File: config.mk
export PLATFORM = sky130hd
export DESIGN_NAME = wsp_front
export DESIGN_NICKNAME = d
export VERILOG_FILES = /design/src/hdl/wsp_pkg.sv /design/src/hdl/wsp_front.sv
export SDC_FILE = /design/constraint.sdc
export NUM_CORES = 1
export LEC_CHECK = 0
export ABC_AREA = 1
export BUFFER_PORTS_ARGS = -buffer_cell sky130_fd_sc_hd__buf_2
export CORE_UTILIZATION = 38
export CTS_CLUSTER_SIZE = 10
export DETAILED_ROUTE_END_ITERATION = 12
export GPL_TIMING_DRIVEN = 0
export PLACE_DENSITY_LB_ADDON = 0.05
export SLEW_MARGIN = 25
export SYNTH_ARGS = -nofsm -noshare
export SYNTH_HDL_FRONTEND = slang
export SYNTH_SLANG_ARGS = --single-unit
File: constraint.sdc
create_clock -name i_clk -period 6.55 [get_ports i_clk]
set_input_delay 0.9825 -clock i_clk [delete_from_list [all_inputs] [get_ports i_clk]]
set_output_delay 0.9825 -clock i_clk [all_outputs]
set_load 0.01 [all_outputs]
File: src/hdl/wsp_pkg.sv
`timescale 1ns / 1ps
`default_nettype none

package wsp_pkg;

    localparam int FRAC_BITS_DEF = 16;
    localparam int QUEUE_DEPTH_DEF = 4;

    localparam int COEF_W = 32;
    localparam int POS_W = 32;
    localparam int PROD_W = COEF_W + POS_W;
    localparam int MAT_N = 16;
    localparam int IDX_W = 4;
    localparam int NDC_CAP_LOG2 = 40;
    localparam int QUO_W = NDC_CAP_LOG2 + 1;
    localparam int NDC_W = QUO_W + 1;
    localparam int SCR_W = 13;
    localparam int NEAR_W = 17;
    localparam int SCREEN_W = 32;

    localparam int S_TDATA_W = 136;
    localparam int M_TDATA_W = 64;

    localparam int CFG_IDX_W = 2;
    localparam int CFG_DATA_W = NEAR_W;

    localparam logic [SCR_W-1:0] WIDTH_RST = SCR_W'(1920);
    localparam logic [SCR_W-1:0] HEIGHT_RST = SCR_W'(1080);
    localparam logic [NEAR_W-1:0] NEAR_RST = NEAR_W'(6554);

    typedef enum logic {
        KIND_LOAD = 1'b0,
        KIND_PROJECT = 1'b1
    } t_kind;

    typedef enum logic [CFG_IDX_W-1:0] {
        REG_WIDTH = 2'd0,
        REG_HEIGHT = 2'd1,
        REG_NEAR = 2'd2
    } t_reg_idx;

    typedef struct packed {
        logic wr_en;
        logic [CFG_IDX_W-1:0] index;
        logic [CFG_DATA_W-1:0] data;
    } t_cfg_wr;

    // A load item carries its coefficient in the x slot.
    typedef struct packed {
        t_kind kind;
        logic [IDX_W-1:0] idx;
        logic signed [POS_W-1:0] x;
        logic signed [POS_W-1:0] y;
        logic signed [POS_W-1:0] z;
    } t_entry;

endpackage

`default_nettype wire

File: src/hdl/wsp_front.sv
`timescale 1ns / 1ps
`default_nettype none

module wsp_front (
    input  wire logic                            i_clk,
    input  wire logic                            i_rst_n,
    input  wire logic                            i_s_tvalid,
    output logic                                 o_s_tready,
    input  wire logic [wsp_pkg::S_TDATA_W-1:0]   i_s_tdata,
    input  wire logic                            i_s_tuser,
    output logic                                 o_push,
    output wsp_pkg::t_entry                      o_entry,
    input  wire logic                            i_q_full
);
    import wsp_pkg::*;

    logic   r_valid;
    t_entry r_entry;
    t_entry n_entry;
    logic   w_take;

    assign o_push = r_valid && !i_q_full;
    assign o_s_tready = !r_valid || !i_q_full;
    assign w_take = i_s_tvalid && o_s_tready;

    always_comb begin
        n_entry.kind = t_kind'(i_s_tuser);
        n_entry.idx = i_s_tdata[3:0];
        n_entry.y = i_s_tdata[99:68];
        n_entry.z = i_s_tdata[131:100];
        // Load beats put the coefficient where the x coordinate would travel.
        if (n_entry.kind == KIND_LOAD) begin
            n_entry.x = i_s_tdata[35:4];
        end else begin
            n_entry.x = i_s_tdata[67:36];
        end
    end

    always_ff @(posedge i_clk) begin
        if (!i_rst_n) begin
            r_valid <= 1'b0;
        end else if (w_take) begin
            r_valid <= 1'b1;
        end else if (o_push) begin
            r_valid <= 1'b0;
        end
        if (w_take) begin
            r_entry <= n_entry;
        end
    end

    assign o_entry = r_entry;

endmodule

`default_nettype wire

==> out/summary.txt <==
Layout cell share with drive strength beyond 1: 63.21%
Setup bufs post-CTS: 0
Yosys top cell by area: edfxtp_1
DRT Wirelength: 8517 um
CTS Buffer Depth: 2
Relative slew margins: 70.87%
# fillers: 820
Final Net Count: 609
Detail Route Antenna Nets: 0
Final clock skew: 0.01095 ns
Min cycle time layout: 2.328 ns
Ys Warns: 0
Critical Path RT: 5.57 ns
Sequential Area: 3053 sq um
Vias/cell: 4.204
Worst setup margin: 4.222 ns
Synthesized area per cell: 17.43 sq um
Area contributors post-synth: edfxtp_1 (82%), o21ai_2 (6.9%), inv_1 (3.6%)
# resized after CTS: 0
Die Ht: 100.6 um
Min-delay worst type: reg -> reg
Crit path max-delay cell type: buf_2
Via Count: 2531
Routed wire per std cell: 14.15 um
Slowest stage delay, CP: 0.14 ns
DP Area: 5179 sq um
Worst-margin pin slew: 0.4359 ns
Vias in the first global route: 2438
DRC viols: 0
Syn-to-layout area delta: 46.22%
WP buf/inv: 2
Multi-input logic area: 422.9 sq um
Hold Crit Endpoint: r_valid$_SDFFE_PN0P_
Max rail drop VDD: 97.54 uV
Final Max Tran Viols: 0
Pwr dens: 253.6 nW/um^2
RePlAce Congestion: 0.7522
DP HPWL: 6879 um
Worst path top cell family by delay: buffers and inverters
Largest net degree at the start of global routing: 24
Worst slack at placement: 4.121 ns
CTS root buf: clkbuf_8
Clock transition at path regs: 0.10 ns
Syn Std Cell Area: 3695 sq um
N_diodes: 0
Status: finished, final reports clean
R2r setup slk: 4.90 ns
R2R Path End: o_entry[53]$_DFFE_PP_
Most used cell, CP: buf_2
CP startpoint kind: primary input
Drt pass-1 iters: 4
Iter 0 DRT Violations: 45
CTS buffer count: 9
Hold_sp: r_valid$_SDFFE_PN0P_
Hold Crit Depth: 2
R2R cell count: 4
Worst r2r src: r_valid$_SDFFE_PN0P_
Syn Inst Count: 212
Port bufs: 239
Later-pin clock latency in the skew report: 0.34 ns
RSZ-0062 raised after global routing: false
Period utilization: 35.54%
WP data arrival: 1.35 ns
Lkg Pwr: 2.497 nW
Maxcap violations: 0
Sequential area share after synthesis: 82.63%
I/O pins: 244
Crit end category: primary output
Yosys reg bits: 102
Initial antenna violation count: 0
Core area: 9328 sq um
Yosys top cell area share: 82.09%
Syn nets: 353
Die width: 100.6 um
Grt ovf: 0
CP Cell Sequence: buf_2 -> nor2_1 -> buf_2
Crit Path Class: in -> out
GRT Util Overall: 16.79%
DIE AREA: 10120 sq um
Endpoints failing hold: 0
Clock Sinks: 102
CTS tree: done
Fmax: 429.6 MHz
Crit path max fanout: 3
Synth unique cells: 12
First-pass GRT wire length: 12680 um
Row cnt: 35
Cts hold-fix bufs: 0
Initial Util: 39.61%
Final setup violation count: 0
CTS H-tree lvls: 3
Post-route cell area: 5403 sq um
## logic make-up after synthesis
kind of cell           Yosys count  share of synthesized area, %
AO/OA/AOI/OAI                   34                         7.551
AND/OR/NAND/NOR                 34                         3.589
buffers and inverters           42                         6.231
flip-flops                     102                         82.63
## placed cells by master, fill, tap and decap left out, drive strengths merged
cell / instances
clkinv: 2
bufinv: 2
o21ai: 32
buf: 252
nor2: 1
nand2: 33
clkbuf: 11
dfxtp: 1
inv: 36
a21oi: 2
edfxtp: 101
## synth_stat cells, drive strengths merged
cell / n
edfxtp: 101
buf: 7
dfxtp: 1
nand2: 33
nor2: 1
a21oi: 2
o21ai: 32
inv: 35
## through the flow
step                power [mW]  util [%]  setup TNS [ns]  instances  hold slack (ns)
finish                   1.370     57.92               0        602           0.5385
detailed placement      0.9583     55.52               0        586           0.5218
floorplan               0.8658         -               0        212           0.5288
global placement        0.9529     54.17         -202.66        580           0.4732
CTS                      1.393     57.92               0        602           0.5349
global route             1.431     57.92               0        602           0.5628
## worst min-delay path, cell delays in order (launching register included)
cell and delay (ns):
dfxtp_1 0.36, nand2_1 0.09, a21oi_1 0.06
## registers in the layout, summed over array words and instances, names as in the netlist
register  count
o_entry     101
r_valid       1
## per-layer routing
layer / vias to the layer above / share of wire, % / GRT usage [%]
met5: - / 0 / 0
met4: 0 / 1.4 / 6.466
met3: 12 / 9.8 / 6.241
met2: 137 / 52 / 30.30
met1: 1125 / 36 / 17.76
li1: 1257 / - / -
## worst max-delay path by stage
stage | from | end | slack (ns) | depth (start not counted)
2_1_floorplan | i_s_tvalid | o_entry[0]$_DFFE_PP_ | 0.06 | 2
3_3_place_gp | i_q_full | o_entry[72]$_DFFE_PP_ | -2.01 | 2
3_5_place_dp | i_q_full | o_entry[72]$_DFFE_PP_ | 4.12 | 5
4_1_cts | i_q_full | o_push | 4.22 | 3
5_1_grt | i_q_full | o_s_tready | 4.21 | 3
6_report | i_q_full | o_push | 4.22 | 3
## area by class of cell
cell class	count	share of cell area (%)
clock buffers	11	2.617
flip-flops and latches	102	56.51
well taps	129	2.987
inverters	35	2.432
multi-input cells	68	7.828
plain buffers	7	1.830
clock inverters	5	1.528
repair buffers	245	24.27
## power breakdown
| group | internal (mW) | switching [mW] | leakage [nW] |
|---|---|---|---|
| registers | 0.766 | 0.00866 | 0.989 |
| clock network | 0.227 | 0.203 | 0.114 |
| logic | 0.0791 | 0.0863 | 1.39 |
No activity file was read; power rests on OpenSTA's default activity.
