`config.mk`:
```
export PLATFORM = sky130hd
export DESIGN_NAME = wsp_fifo
export DESIGN_NICKNAME = d
export VERILOG_FILES = /design/src/hdl/wsp_pkg.sv /design/src/hdl/wsp_fifo.sv
export SDC_FILE = /design/constraint.sdc
export NUM_CORES = 1
export LEC_CHECK = 0
export ABC_CLOCK_PERIOD_IN_PS = 4000
export CORE_ASPECT_RATIO = 0.6
export CORE_MARGIN = 10
export CORE_UTILIZATION = 63
export CTS_BUF_LIST = sky130_fd_sc_hd__clkbuf_8
export CTS_CLUSTER_DIAMETER = 50
export DETAILED_ROUTE_END_ITERATION = 16
export DONT_BUFFER_PORTS = 1
export GPL_ROUTABILITY_DRIVEN = 0
export PLACE_DENSITY = 0.79
export RECOVER_POWER = 50
export SKIP_CTS_REPAIR_TIMING = 1
export SLEW_MARGIN = 20
export SYNTH_ARGS = -nofsm -noshare
export SYNTH_HDL_FRONTEND = slang
export SYNTH_SLANG_ARGS = --single-unit
```
`constraint.sdc`:
```
create_clock -name i_clk -period 4 [get_ports i_clk]
set_input_delay 0.2 -clock i_clk [delete_from_list [all_inputs] [get_ports i_clk]]
set_output_delay 0.2 -clock i_clk [all_outputs]
set_load 0.005 [all_outputs]
```
`src/hdl/wsp_pkg.sv`:
```
`timescale 1ns / 1ps
`default_nettype none

package wsp_pkg;

    localparam int FRAC_BITS_DEF = 16;
    localparam int QUEUE_DEPTH_DEF = 4;

    localparam int COEF_W = 32;
    localparam int POS_W = 32;
    localparam int PROD_W = COEF_W + POS_W;
    localparam int MAT_N = 16;
    localparam int IDX_W = 4;
    localparam int NDC_CAP_LOG2 = 40;
    localparam int QUO_W = NDC_CAP_LOG2 + 1;
    localparam int NDC_W = QUO_W + 1;
    localparam int SCR_W = 13;
    localparam int NEAR_W = 17;
    localparam int SCREEN_W = 32;

    localparam int S_TDATA_W = 136;
    localparam int M_TDATA_W = 64;

    localparam int CFG_IDX_W = 2;
    localparam int CFG_DATA_W = NEAR_W;

    localparam logic [SCR_W-1:0] WIDTH_RST = SCR_W'(1920);
    localparam logic [SCR_W-1:0] HEIGHT_RST = SCR_W'(1080);
    localparam logic [NEAR_W-1:0] NEAR_RST = NEAR_W'(6554);

    typedef enum logic {
        KIND_LOAD = 1'b0,
        KIND_PROJECT = 1'b1
    } t_kind;

    typedef enum logic [CFG_IDX_W-1:0] {
        REG_WIDTH = 2'd0,
        REG_HEIGHT = 2'd1,
        REG_NEAR = 2'd2
    } t_reg_idx;

    typedef struct packed {
        logic wr_en;
        logic [CFG_IDX_W-1:0] index;
        logic [CFG_DATA_W-1:0] data;
    } t_cfg_wr;

    // A load item carries its coefficient in the x slot.
    typedef struct packed {
        t_kind kind;
        logic [IDX_W-1:0] idx;
        logic signed [POS_W-1:0] x;
        logic signed [POS_W-1:0] y;
        logic signed [POS_W-1:0] z;
    } t_entry;

endpackage

`default_nettype wire

```
`src/hdl/wsp_fifo.sv`:
```
`timescale 1ns / 1ps
`default_nettype none

module wsp_fifo #(
    parameter int DEPTH = wsp_pkg::QUEUE_DEPTH_DEF
) (
    input  wire logic                        i_clk,
    input  wire logic                        i_rst_n,
    input  wire logic                        i_push,
    input  wire wsp_pkg::t_entry             i_entry,
    input  wire logic                        i_pop,
    output wsp_pkg::t_entry                  o_entry,
    output logic                             o_full,
    output logic                             o_empty,
    output logic [$clog2(DEPTH+1)-1:0]       o_count
);
    import wsp_pkg::*;

    localparam int PTR_W = (DEPTH > 1) ? $clog2(DEPTH) : 1;
    localparam int CNT_W = $clog2(DEPTH+1);

    t_entry             r_mem [DEPTH];
    logic [PTR_W-1:0]   r_wr_ptr;
    logic [PTR_W-1:0]   r_rd_ptr;
    logic [CNT_W-1:0]   r_count;

    function automatic logic [PTR_W-1:0] ptr_inc(input logic [PTR_W-1:0] p);
        if (p == PTR_W'(DEPTH-1)) begin
            return '0;
        end
        return p + PTR_W'(1);
    endfunction

    assign o_full = (r_count == CNT_W'(DEPTH));
    assign o_empty = (r_count == '0);
    assign o_count = r_count;
    assign o_entry = r_mem[r_rd_ptr];

    always_ff @(posedge i_clk) begin
        if (!i_rst_n) begin
            r_wr_ptr <= '0;
            r_rd_ptr <= '0;
            r_count <= '0;
        end else begin
            if (i_push) begin
                r_wr_ptr <= ptr_inc(r_wr_ptr);
            end
            if (i_pop) begin
                r_rd_ptr <= ptr_inc(r_rd_ptr);
            end
            if (i_push && !i_pop) begin
                r_count <= r_count + CNT_W'(1);
            end else if (i_pop && !i_push) begin
                r_count <= r_count - CNT_W'(1);
            end
        end
        if (i_push) begin
            r_mem[r_wr_ptr] <= i_entry;
        end
    end

endmodule

`default_nettype wire

```
==> load_flow_metrics.sql <==
INSERT INTO impl_metrics (metric_group, metric, value, unit) VALUES
('run_status', 'status', 'finished, violations left', ''),
('run_status', 'violated_checks', 'max-capacitance violations, max-slew violations', ''),
('synthesis', 'cells_after_synthesis', '571', ''),
('clock_network', 'clkTransAtPathRegs', '0.07', 'ns'),
('die', 'ports', '211', ''),
('sta', 'setup_tns', '0', 'ns'),
('synthesis', 'post_synth_instance_area', '15000', 'um^2'),
('global_routing', 'gr-total-overflow', '0', ''),
('power_and_ir_drop', 'clock_share_of_power', '0.337', ''),
('synthesis', 'yosys.area.top_type_share', '0.807', ''),
('finish', 'stdcell_area', '17400', 'um^2'),
('placed_design', 'detailedPlacementHpwl', '17.9', 'mm'),
('power_and_ir_drop', 'total_leakage_power', '5.56', 'nW'),
('finish', 'drive_gt1_frac', '0.240', ''),
('setup_path', 'r2r_setup_slk', '0.79', 'ns'),
('setup_path', 'required', '4.25', 'ns'),
('clock_network', 'h_tree_lvls', '2', ''),
('sta', 'fmaxAchievable', '0.311', 'GHz'),
('die', 'die_w', '219', 'um'),
('clock_network', 'clk_root_buffer_cell', 'sky130_fd_sc_hd__clkbuf_8', ''),
('sta', 'fin_skew', '0.0253', 'ns'),
('global_routing', 'grt_pass1_wl', '42.5', 'mm'),
('placed_design', 'placed_area', '15400', 'um^2'),
('synthesis', 'synth.largest_area_cell', 'sky130_fd_sc_hd__edfxtp_1', ''),
('run', 'max-cap-violations', '1', ''),
('synthesis', 'synth-edff-count', '404', ''),
('finish', 'instances_no_fill', '1079', ''),
('setup_path', 'crit_fanout', '55', ''),
('hold_path', 'holdPathEnd', 'o_count[1]$_SDFFE_PN0P_', ''),
('synthesis', 'most_used_standard_cell_by_instance_count_after_synthesis', 'sky130_fd_sc_hd__edfxtp_1', ''),
('drt', 'detailroute.via_count', '6611', ''),
('global_routing', 'number_of_global_route_vias_before_repair', '6501', ''),
('setup_path', 'worstPathArrival', '3.47', 'ns'),
('setup_path', 'end_kind', 'flop', ''),
('synthesis', 'synthesis.area_per_instance', '26.3', 'um^2'),
('setup_path', 'rr_worst_depth', '3', ''),
('power_and_ir_drop', 'power_density', '493', 'nW/um^2'),
('die', 'die_area', '30600', 'um^2'),
('sta', 'finalMaxSlewViolations', '47', ''),
('setup_path', 'cell_with_the_largest_stage_delay_on_the_worst_path', 'sky130_fd_sc_hd__and2_1', ''),
('global_routing', 'gr_usage_total', '0.186', ''),
('clock_network', 'clkLatencyLatePin', '0.59', 'ns'),
('synthesis', 'syn_nets', '683', ''),
('sta', 'timing.slew.headroom', '-0.620', ''),
('drt', 'firstDrtPassIters', '5', ''),
('hold_path', 'worstHoldStart', 'i_push', ''),
('placed_design', 'portBuffers', '0', ''),
('synthesis', 'postSynthRegisterBits', '413', ''),
('die', 'initial_utilization', '0.645', ''),
('synthesis', 'seq_area_frac_synth', '0.819', ''),
('setup_path', 'crit_chain', 'ha_1 > and2_1 > buf_12', ''),
('clock_network', 'tritoncts', 'yes', ''),
('placed_design', 'placed_cells_incl_taps', '874', ''),
('sta', 'setup_viol', '0', ''),
('die', 'coreArea', '23300', 'um^2'),
('finish', 'final_core_utilization', '0.748', ''),
('power_and_ir_drop', 'power.ir.vdd_worst', '0.000414', 'V'),
('clock_network', 'tritoncts_num_sinks', '413', ''),
('drt', 'postRouteWirelength', '30.8', 'mm'),
('sta', 'actual_transition_at_the_worst_max_transition_pin', '2.43', 'ns'),
('synthesis', 'synth-async-reset-ratio', '0', ''),
('power_and_ir_drop', 'power_report.internal_total', '6.67', 'mW'),
('sta', 'finalCriticalPeriod', '3.21', 'ns'),
('setup_path', 'r2r-end', 'r_mem[1][99]$_DFFE_PP_', ''),
('power_and_ir_drop', 'sw_frac_of_total', '0.223', ''),
('finish', 'finish.net_count', '831', ''),
('die', 'rows', '43', ''),
('drt', 'drt_drc_violations_left', '0', ''),
('sta', 'setup_repair_after_global_routing_missed_its_margin', 'no', ''),
('sta', 'final_hold_viol_count', '0', ''),
('global_routing', 'grt_max_degree', '71', '');
## layout by cell type, fill, tap and decap left out, types with 2 or more instances in the layout
cell type / instances
sky130_fd_sc_hd__clkbuf_8: 55
sky130_fd_sc_hd__dfxtp_4: 2
sky130_fd_sc_hd__buf_4: 7
sky130_fd_sc_hd__bufinv_16: 2
sky130_fd_sc_hd__ha_1: 6
sky130_fd_sc_hd__edfxtp_1: 404
sky130_fd_sc_hd__dfxtp_1: 7
sky130_fd_sc_hd__clkinv_1: 8
sky130_fd_sc_hd__dlygate4sd3_1: 104
sky130_fd_sc_hd__and2_4: 3
sky130_fd_sc_hd__mux2i_1: 4
sky130_fd_sc_hd__mux4_2: 101
sky130_fd_sc_hd__clkinv_2: 7
sky130_fd_sc_hd__diode_2: 5
sky130_fd_sc_hd__inv_1: 26
sky130_fd_sc_hd__nor2b_1: 5
sky130_fd_sc_hd__nor3_1: 2
sky130_fd_sc_hd__buf_12: 3
## routing by layer
layer	wire [um]	track usage
met1	11900	0.236
met2	15500	0.282
met3	2970	0.0935
met4	495	0.0473
met5	13	0
## state kept, by name (all words and copies together) (netlist names), named ones only
name      flops
r_rd_ptr      2
o_count       3
r_mem       404
r_wr_ptr      2
## critical path: cells and delay by family, from the launching register on
kind / cells / cell delay, ns
flip-flops: 1 / 0.41
buffers and inverters: 1 / 0.38
AND/OR/NAND/NOR: 1 / 1.74
adder cells (fa/ha/maj): 1 / 0.19
## cell families (layout without fill, tap and decap cells)
group                    after synthesis  count (layout)  synth area share
AO/OA/AOI/OAI                          3               3           0.00133
XOR/XNOR                               2               2           0.00117
adder cells (fa/ha/maj)                7               7           0.00632
buffers and inverters                 26             214            0.0123
flip-flops                           413             413             0.819
multiplexers                         105             105             0.154
other                                  0               5                 0
AND/OR/NAND/NOR                       15              15           0.00599
## through the flow
step	setup slack (ns)	total power [mW]	hold slack (ns)
3_3_place_gp	1.79	5.63	0.299
5_1_grt	0.522	8.90	0.0475
3_5_place_dp	1.73	5.67	0.299
6_report	0.788	8.59	0.0486
2_1_floorplan	0.650	5.51	0.299
4_1_cts	1.11	8.52	-0.362
## how the worst max path moves through the flow
stage / to / startpoint / cells after the start
finish: r_mem[1][99]$_DFFE_PP_ / r_wr_ptr[0]$_SDFFE_PN0P_ / 3
global route: r_mem[1][99]$_DFFE_PP_ / r_wr_ptr[0]$_SDFFE_PN0P_ / 3
CTS: o_entry[49] / flop / 2
detailed placement: r_mem[3][0]$_DFFE_PP_ / r_wr_ptr[0]$_SDFFE_PN0P_ / 3
global placement: o_entry[49] / flop / 2
floorplan: r_mem[3][0]$_DFFE_PP_ / r_wr_ptr[0]$_SDFFE_PN0P_ / 2
## cell type report
cell class                 instances  area (um^2)
sequential                       413        12300
fill                            1180         5870
multi-input combinational        132         2540
timing repair buffer             114         1150
clock buffer                      55          757
tap                              315          394
clock inverter                    41          226
inverter                           4         15.0
antenna                            5         12.5
## power by group through the flow
stage          Clock [mW]  Combinational (mW)  Sequential [mW]
6_report             2.90               0.647             5.05
5_1_grt              3.14               0.698             5.06
4_1_cts              2.95               0.532             5.04
3_5_place_dp            0               0.529             5.14
3_3_place_gp            0               0.516             5.12
2_1_floorplan           0               0.411             5.10
Power figures use the tool's default switching activity.
